--- src/rtl/htdp_pkg.sv ---
// Shared types and constants for the depth-preferred hash table.
// Used by htdp_ctrl, htdp_datapath and hash_table_depth_preferred.
`default_nettype none

package htdp_pkg;

    localparam int unsigned ENTRIES = 4096;
    localparam int unsigned IDX_W   = $clog2(ENTRIES);

    localparam logic [1:0] OP_STORE = 2'd0;
    localparam logic [1:0] OP_PROBE = 2'd1;
    localparam logic [1:0] OP_CLEAR = 2'd2;

    localparam logic [7:0] AGE_RESET = 8'd1;

    typedef enum logic [2:0] {
        S_INIT,
        S_IDLE,
        S_READ,
        S_CLEAR,
        S_FIN
    } state_t;

    typedef struct packed {
        logic [63:0] key;
        logic [15:0] score;
        logic [15:0] eval;
        logic [7:0]  depth;
        logic [1:0]  bound;
        logic [15:0] move;
        logic [7:0]  age;
    } entry_t;

    typedef struct packed {
        logic capture;
        logic read;
        logic sweep;
        logic finish;
    } cmd_t;

    typedef struct packed {
        logic sweep_last;
        logic out_free;
        logic op_clear;
    } status_t;

endpackage

`default_nettype wire

--- src/rtl/htdp_ctrl.sv ---
// Controller state machine for the depth-preferred hash table.
// Depends on htdp_pkg; drives commands to htdp_datapath.
`default_nettype none

module htdp_ctrl (
    input  wire logic              clk,
    input  wire logic              rst_n,
    input  wire logic              in_valid,
    output logic                   in_stall,
    input  wire htdp_pkg::status_t status,
    output htdp_pkg::cmd_t         cmd
);
    import htdp_pkg::*;

    state_t state_reg;
    state_t state_next;

    always_ff @(posedge clk or negedge rst_n)
    begin
        if (!rst_n)
        begin
            state_reg <= S_INIT;
        end
        else
        begin
            state_reg <= state_next;
        end
    end

    always_comb
    begin
        state_next = state_reg;
        unique case (state_reg)
            S_INIT:
            begin
                if (status.sweep_last)
                begin
                    state_next = S_IDLE;
                end
            end
            S_IDLE:
            begin
                if (in_valid)
                begin
                    state_next = S_READ;
                end
            end
            S_READ:
            begin
                state_next = status.op_clear ? S_CLEAR : S_FIN;
            end
            S_CLEAR:
            begin
                if (status.sweep_last)
                begin
                    state_next = S_FIN;
                end
            end
            S_FIN:
            begin
                if (status.out_free)
                begin
                    state_next = S_IDLE;
                end
            end
            default:
            begin
                state_next = S_INIT;
            end
        endcase
    end

    always_comb
    begin
        in_stall    = (state_reg != S_IDLE);
        cmd.capture = (state_reg == S_IDLE) && in_valid;
        cmd.read    = (state_reg == S_READ);
        cmd.sweep   = (state_reg == S_INIT) || (state_reg == S_CLEAR);
        cmd.finish  = (state_reg == S_FIN) && status.out_free;
    end

`ifndef NO_ASSERTIONS
    a_capture_reads: assert property (@(posedge clk) disable iff (!rst_n)
        cmd.capture |=> state_reg == S_READ)
        else $error("capture not followed by read");
    a_clear_ends: assert property (@(posedge clk) disable iff (!rst_n)
        (state_reg == S_CLEAR) && status.sweep_last |=> state_reg == S_FIN)
        else $error("clear sweep did not finish");
    a_finish_idle: assert property (@(posedge clk) disable iff (!rst_n)
        cmd.finish |=> state_reg == S_IDLE && !in_stall)
        else $error("finish not followed by idle");
`endif

endmodule

`default_nettype wire

--- config.mk ---
export PLATFORM = sky130hd
export DESIGN_NAME = htdp_ctrl
export DESIGN_NICKNAME = d
export VERILOG_FILES = /design/src/rtl/htdp_pkg.sv /design/src/rtl/htdp_ctrl.sv
export SDC_FILE = /design/constraint.sdc
export NUM_CORES = 1
export LEC_CHECK = 0
export ABC_CLOCK_PERIOD_IN_PS = 1400
export CAP_MARGIN = 25
export CELL_PAD_IN_SITES_DETAIL_PLACEMENT = 0
export CELL_PAD_IN_SITES_GLOBAL_PLACEMENT = 1
export CORE_AREA = 2 2 39 41
export CTS_BUF_LIST = sky130_fd_sc_hd__clkbuf_4 sky130_fd_sc_hd__clkbuf_8
export CTS_CLUSTER_SIZE = 14
export DETAILED_ROUTE_END_ITERATION = 7
export DIE_AREA = 0 0 41 43
export DONT_BUFFER_PORTS = 1
export PLACE_DENSITY_LB_ADDON = 0.1
export SYNTH_ARGS = -nofsm -noshare
export SYNTH_HDL_FRONTEND = slang
export SYNTH_SLANG_ARGS = --single-unit
--- constraint.sdc ---
create_clock -name clk -period 1.4 [get_ports clk]
set_input_delay 0.07 -clock clk [delete_from_list [all_inputs] [get_ports clk]]
set_output_delay 0.07 -clock clk [all_outputs]
set_load 0.02 [all_outputs]
Word level (Yosys, flattened, before mapping) --
Cells that the tools add are included.
Word-level totals: logic and storage cells 21, input bits 6, flip-flop bits (word level) 3, output and inout bits 5
Operators by class: equality and inequality tests 9, reductions and logical operators 5, multiplexer cells 6
Operators by type and width (number):
- $mux W3 | 5
- $pmux W3 S5 | 1
- $ne A2 B2 Y1 const B | 4
- $eq A3 B2 Y1 const B | 2
- $reduce_and A4 Y1 | 1
- $eq A3 B1 Y1 const B | 1
- $eq A3 B3 Y1 const B | 1
- $logic_not A3 Y1 | 1
- $ne A3 B1 Y1 const B | 1
- $logic_and A1 B1 Y1 | 2
- $logic_or A1 B1 Y1 | 1

Longest topological paths before layout --
Gate-level depths: netlist (run 1).
depth after elaboration 3, gate-level depth with buffers 5, mapped depth without buffers 4

Least setup slack after synthesis (run 1) --
OpenSTA, ideal clock, no wires.
path type reg2reg, start register state_reg[0], end register state_reg[0], library setup time 0.128 ns, arrival time 1.131 ns, period minus slack after synthesis 1.258 ns, buffers on the path 1, slack 0.142 ns, data required time 1.272 ns, stages on the path, launching flop included 6, cells stage by stage dfrtp_1 buf_6 mux2i_1 a21oi_1 o21ai_1 mux2_1
Between the ends: word-level cells in the longest chain between the ends 3, elaborated cells on any way between the ends 11, classes of those cells eq/ne: 8; mux: 1; reduce/logical: 2
Ends and longest elaborated chain:
- start, declared | line htdp_ctrl.sv:15 | state_t state_reg;
- start signal, assigned | line htdp_ctrl.sv:26 | state_reg <= state_next;
- $eq A3 B2 Y1, or another cell as far along | line htdp_ctrl.sv:33 | unique case (state_reg)
- $ne A2 B2 Y1 (no source line)
- $reduce_and A4 Y1 (no source line)
Several ways; a longest one is shown, not always the timed one. A chain may end at the register's enable or synchronous reset.

==> run metrics, run 1 <==
nets 45; final hold vios 0; RSZ-0062 raised after global routing no; fraction of layout cells with a size suffix above 1 0.342; M1 GR Usage 0.0912; Yosys reg bits 3; Seq/Total Area, Yosys 0.335; CP Capture Type output pin; Ports 11; GRT met2 Usage 0.119; MaxCap Viol Count 0; worst relative slew slack 0.746; status completed; most frequent cell after synthesis nor2_1; CTS tree done; Worst-Skew Late Latency 0.23 ns; sequential cell area 76.3 sq um; Port Buffers 0; Final setup viols 0; worst stage delay on the critical path 0.43 ns; fin crit period about 1.3 ns; startpoint types flop; post-synth top area share 0.335; final WL slightly below 600 um; routed via count roughly 230; DRC viols 0; Ys Warns 0; total grt overflow 0; drt wl/cell 10.9 um; Worst path top cell family by delay flip-flops; FFs w/ async S/R, synth 1.00; power density over the cells 2550 mW/mm^2; synthesized cell area 224 sq um; final worst-path cycle share 0.960; Max Root-Sink Buffers 2; die footprint approximately 0.0018 sq mm; placement row count 14; CP max-delay cell dfrtp_1; Initial Utilization 0.162; number of nets still failing antenna checks after routing 0; Most Crowded Layer GR met2; Main synth FF type dfrtp_1; Inserted Diodes 0; max reg flops 3; worst min path class in -> async; H-tree Lvls 1; Post CTS Setup Buffer Count 0; clk slew on worst S/H paths 0.04 ns; initial drt markers 2; CTS root buffer clkbuf_4; setup slack, reg-to-reg 0.09 ns; largest net degree at the start of global routing 7; CP max FO 6; Critical Path AT 1.27 ns; CTS Buf Count 3; GP Congestion 0.668; worst-margin pin slew roughly 0.38 ns; post-synth top area cell dfrtp_1; CP Class reg -> out; syn nets 35; first-pass GRT wire length a little over 900 um; multi-input logic area roughly 130 sq um; Cell Chain, Critical Path buf_4 -> xor2_1 -> nor2_1; Finished Cell Area 315 sq um; area delta synth->final 40.8%; Slew Limit Fails 0; synth cell count leaders nor2_1 (6), a21oi_1 (4), dfrtp_1 (3), inv_1 (3), nand2_1 (2); fmax between 700 and 800 MHz; Filler cells 169; crit path buf inv count 1; Detail Placement HPWL 475 um; Post-synth EDFFs 0; Mapped Avg Cell Area between 7 and 8 sq um; vias per std cell 4.19; vias in the first global route 243; worst path required time 1.33 ns; Distinct cells, synth 16; total leakage power 0.000159 uW; grt met3 use 0.0314; total power approximately 800 uW; top post-synthesis cells by area dfrtp_1 (34%), nor2_1 (10%), a21oi_1 (8.9%); Syn Inst Count 29; maximum vdd ir drop 0.000655 V; CTS Sinks 3; Area after DPL 270 sq um; skew final 0.00123 ns; die width 41 um; antenna violations before repair 0; Final TNS setup 0 ns; 1st-pass router iterations 4; core footprint 0.00138 sq mm; Chip Height 43 um; All-Layer GR Usage 0.0847
-- power by group --
part | switching, uW | leakage, uW | internal (uW) | total (uW)
sequential | 59.8 | 0.0000371 | 129 | 189
combinational | 258 | 0.000104 | 190 | 448
clock | 41.8 | 0.0000184 | 126 | 168
-- final timing paths --
path | to | startpoint | cells after the start
min in group clk | state_reg[2] | status[1] | 2
setup reg to reg | state_reg[0] | state_reg[0] | 4
max in group asynchronous | state_reg[0] | rst_n | 1
setup / recovery | cmd[1] | state_reg[1] | 3
hold reg to reg | state_reg[1] | state_reg[2] | 1
hold / removal | state_reg[1] | rst_n | 1
-- stage by stage --
stage	setup WS, ns	cells	utilization	hold slack, ns
after global routing	0.00857	54	0.228	0.0843
final	0.0564	54	0.228	0.0886
after floorplan	0.142	29	-	-0.226
after CTS	0.0409	54	0.224	0.0781
after detailed placement	0.0927	49	0.195	-0.225
after global placement	0.0902	49	0.195	-0.226
-- final cells by class --
class,instances,area share
multi-input combinational,22,0.413
sequential,3,0.242
timing repair buffer,6,0.151
clock buffer,4,0.0952
tap,16,0.0635
inverter,3,0.0357
-- kinds of logic (layout without fill, tap and decap cells) --
| group | count (synthesis) | after routing | synth area share |
|---|---|---|---|
| muxes | 2 | 2 | 0.0950 |
| AOI/OAI and AO/OA | 6 | 6 | 0.134 |
| buffers and inverters | 4 | 13 | 0.101 |
| DFF | 3 | 3 | 0.335 |
| xor gates and xnor gates | 1 | 1 | 0.0391 |
| and+or+nand+nor | 13 | 13 | 0.296 |
-- layer usage --
layer / vias to the layer above / share of wire / routed length [um]
li1: 115 / - / -
met1: 105 / 0.40 / 233
met2: 6 / 0.52 / 307
met3: 0 / 0.077 / 45
met4: 0 / 0 / 0
met5: - / 0 / 0
-- cells in the final DEF (no fill, tap or decap), drive strengths merged, types with 2 or more instances in the layout --
cell	netlist	layout
and3	2	2
dfrtp	3	3
clkbuf	0	4
o21ai	2	2
nand2	2	2
inv	3	3
a21oi	4	4
nor2	6	6
buf	1	5
-- timing repair --
item	CTS	global route
gates resized for setup	0	2
hold buffers	1	0
endpoints found under the setup margin	0	2
hold endpoints to repair	3	0
(Power assumes the default switching activity.)
==> run 2: changes to the inputs <==
Settings changed: ABC_AREA from default to 1.
==> run 2 against run 1 <==
Effect of this change: maximum frequency is 6.1% higher; clock skew up 0.00070 ns; sequential share of layout area decreased by 2.2 points; highest routed layer is now met4.
==> run metrics, run 2 <==
status completed; CTS root buffer clkbuf_4; drt wl/cell 9.75 um; Ports 11; Yosys reg bits 3; FFs w/ async S/R, synth 1.00; synth cell count leaders nand2_1 (9), inv_1 (4), nand3_1 (4); final hold vios 0; most common cell after layout, fill and taps aside nand2_1; CP Capture Type output pin; CTS Sinks 3; CP max-delay cell dfrtp_2; startpoint types flop; leading cell types in the layout, fill and taps excluded nand2_1 (9), nand3_1 (4), inv_1 (4), clkbuf_4 (4), buf_4 (4); Distinct cells, synth 13; worst min path class in -> reg; worst-margin pin slew just under 0.3 ns; Initial Utilization 0.190; vias per std cell between 4 and 5; Detail Placement HPWL 521 um; fin crit period 1.27 ns; worst path required time 1.33 ns; Cell Chain, Critical Path inv_2 -> nand2_2 -> nor3_1 -> buf_4; reg-to-reg critical path startpoint state_reg[2]; final WL 614 um; number of nets still failing antenna checks after routing 0; routed via count 263; first-pass GRT wire length 1020 um; placement row count 14; core footprint 0.00138 sq mm; Ys Warns 0; total grt overflow 0; syn nets 45; CP Class reg -> out; skew final about 0.0019 ns; largest net degree at the start of global routing 9; final worst-path cycle share 0.904; All-Layer GR Usage 0.0875; antenna violations before repair 0; CTS Buf Count 3; clk slew on worst S/H paths 0.04 ns; Hold EP state_reg[1]; Filler cells 155; crit path buf inv count 2; Critical Path AT 1.20 ns; fraction of layout cells with a size suffix above 1 0.426; worst relative slew slack 0.808; Port Buffers 0; Mapped Avg Cell Area ~6.7 sq um; post-synth top area share 0.286; synthesized cell area about 260 sq um; CTS tree done; area delta synth->final 31.9%; worst stage delay on the critical path 0.45 ns; Reg2Reg Depth 6; Max Root-Sink Buffers 2; Final TNS setup 0 ns; Area after DPL 302 sq um; FF-to-FF End state_reg[2]; Finished Cell Area 347 sq um; die footprint 0.00176 sq mm; top post-synthesis cells by area dfrtp_1 (29%), nand2_1 (13%), nand3_2 (11%); H-tree Lvls 1; Slew Limit Fails 0; setup slack, reg-to-reg 0.31 ns; hold_sp status[2]; maximum vdd ir drop roughly 0.00080 V; die width 41 um; power density over the cells between 2000 and 3000 mW/mm^2; nets 54; Worst-Skew Late Latency approximately 0.23 ns; CP max FO 8; vias in the first global route 267; Main synth FF type dfrtp_1; Syn Inst Count 39; hold path depth 3; RSZ-0062 raised after global routing no; most frequent cell after synthesis nand2_1; initial drt markers 1; 1st-pass router iterations 4; fmax 790 MHz; DRC viols 0; Worst path top cell family by delay flip-flops; Seq/Total Area, Yosys 0.286; total power 920 uW; max reg flops 3; total leakage power approximately 0.00019 uW; post-synth top area cell dfrtp_1; MaxCap Viol Count 0; Inserted Diodes 0; Final setup viols 0; GP Congestion 0.732; Chip Height ~43 um; Post-synth EDFFs 0
## run 2: changes by cell type in the layout (fill, tap and decap cells not counted), sizes merged, moves of 2 or more
cell   previous run  this run
nand2             2        12
nand3             1         7
inv               3         7
nand4             0         3
nor2              6         3
a21oi             4         2
and3              2         0
o21ai             2         0
## run 2: worst max-delay path by stage
stage	from	endpoint	slack, ns	depth (start not counted)
6_report	state_reg[0]	cmd[0]	0.13	4
3_3_place_gp	state_reg[0]	state_reg[0]	0.24	7
4_1_cts	state_reg[0]	cmd[1]	0.02	3
3_5_place_dp	state_reg[0]	cmd[1]	0.27	3
5_1_grt	state_reg[2]	cmd[3]	0.02	4
2_1_floorplan	state_reg[2]	cmd[3]	0.23	3
## run 2: metal layers
layer,track usage,vias to the layer above,share of wire
met5,0,-,0
met4,0.0400,0,0.015
met3,0.0471,2,0.062
met2,0.138,7,0.50
met1,0.0906,113,0.42
li1,-,141,-
## run 2: area by class of cell
class,count,area (sq um),share of cell area
Multi-Input combinational cell,28,154,0.444
Sequential cell,3,76.3,0.220
Timing Repair Buffer,5,40.0,0.116
Clock buffer,4,30.0,0.0866
Inverter,7,26.3,0.0758
Tap cell,16,20.0,0.0578
## run 2: tightest hold or removal path, stage by stage
cell and delay (ns):
inv_1 0.04, nand4_1 0.08, nand2_1 0.05
## run 2: what timing repair did
item | CTS | global route
gates resized for setup | 0 | 2
endpoints found under the hold margin | 3 | 0
hold buffers | 1 | 0
setup buffers | 0 | 0
setup endpoints to repair | 0 | 2
## run 2: where the power goes
group	switching [uW]	total, uW	internal, uW
sequential	71.6	206	134
clock	43.3	169	126
combinational	350	544	194
total	465	920	454
## run 2: logic make-up (layout without fill, tap and decap cells)
| group | after synthesis | count (layout) | share of synthesized area |
|---|---|---|---|
| flops | 3 | 3 | 0.286 |
| simple gates | 26 | 26 | 0.533 |
| compound gates | 2 | 2 | 0.0381 |
| buf+inv | 8 | 16 | 0.143 |
## run 2: through the flow
step                      setup WS (ns)  utilization  hold WS (ns)  cells
after floorplan                   0.228            -        -0.226     39
after global placement            0.241        0.218        -0.226     58
after detailed placement          0.273        0.218        -0.226     58
after CTS                        0.0221        0.247        0.0543     63
after global routing             0.0218        0.250        0.0840     63
final                             0.134        0.250        0.0538     63
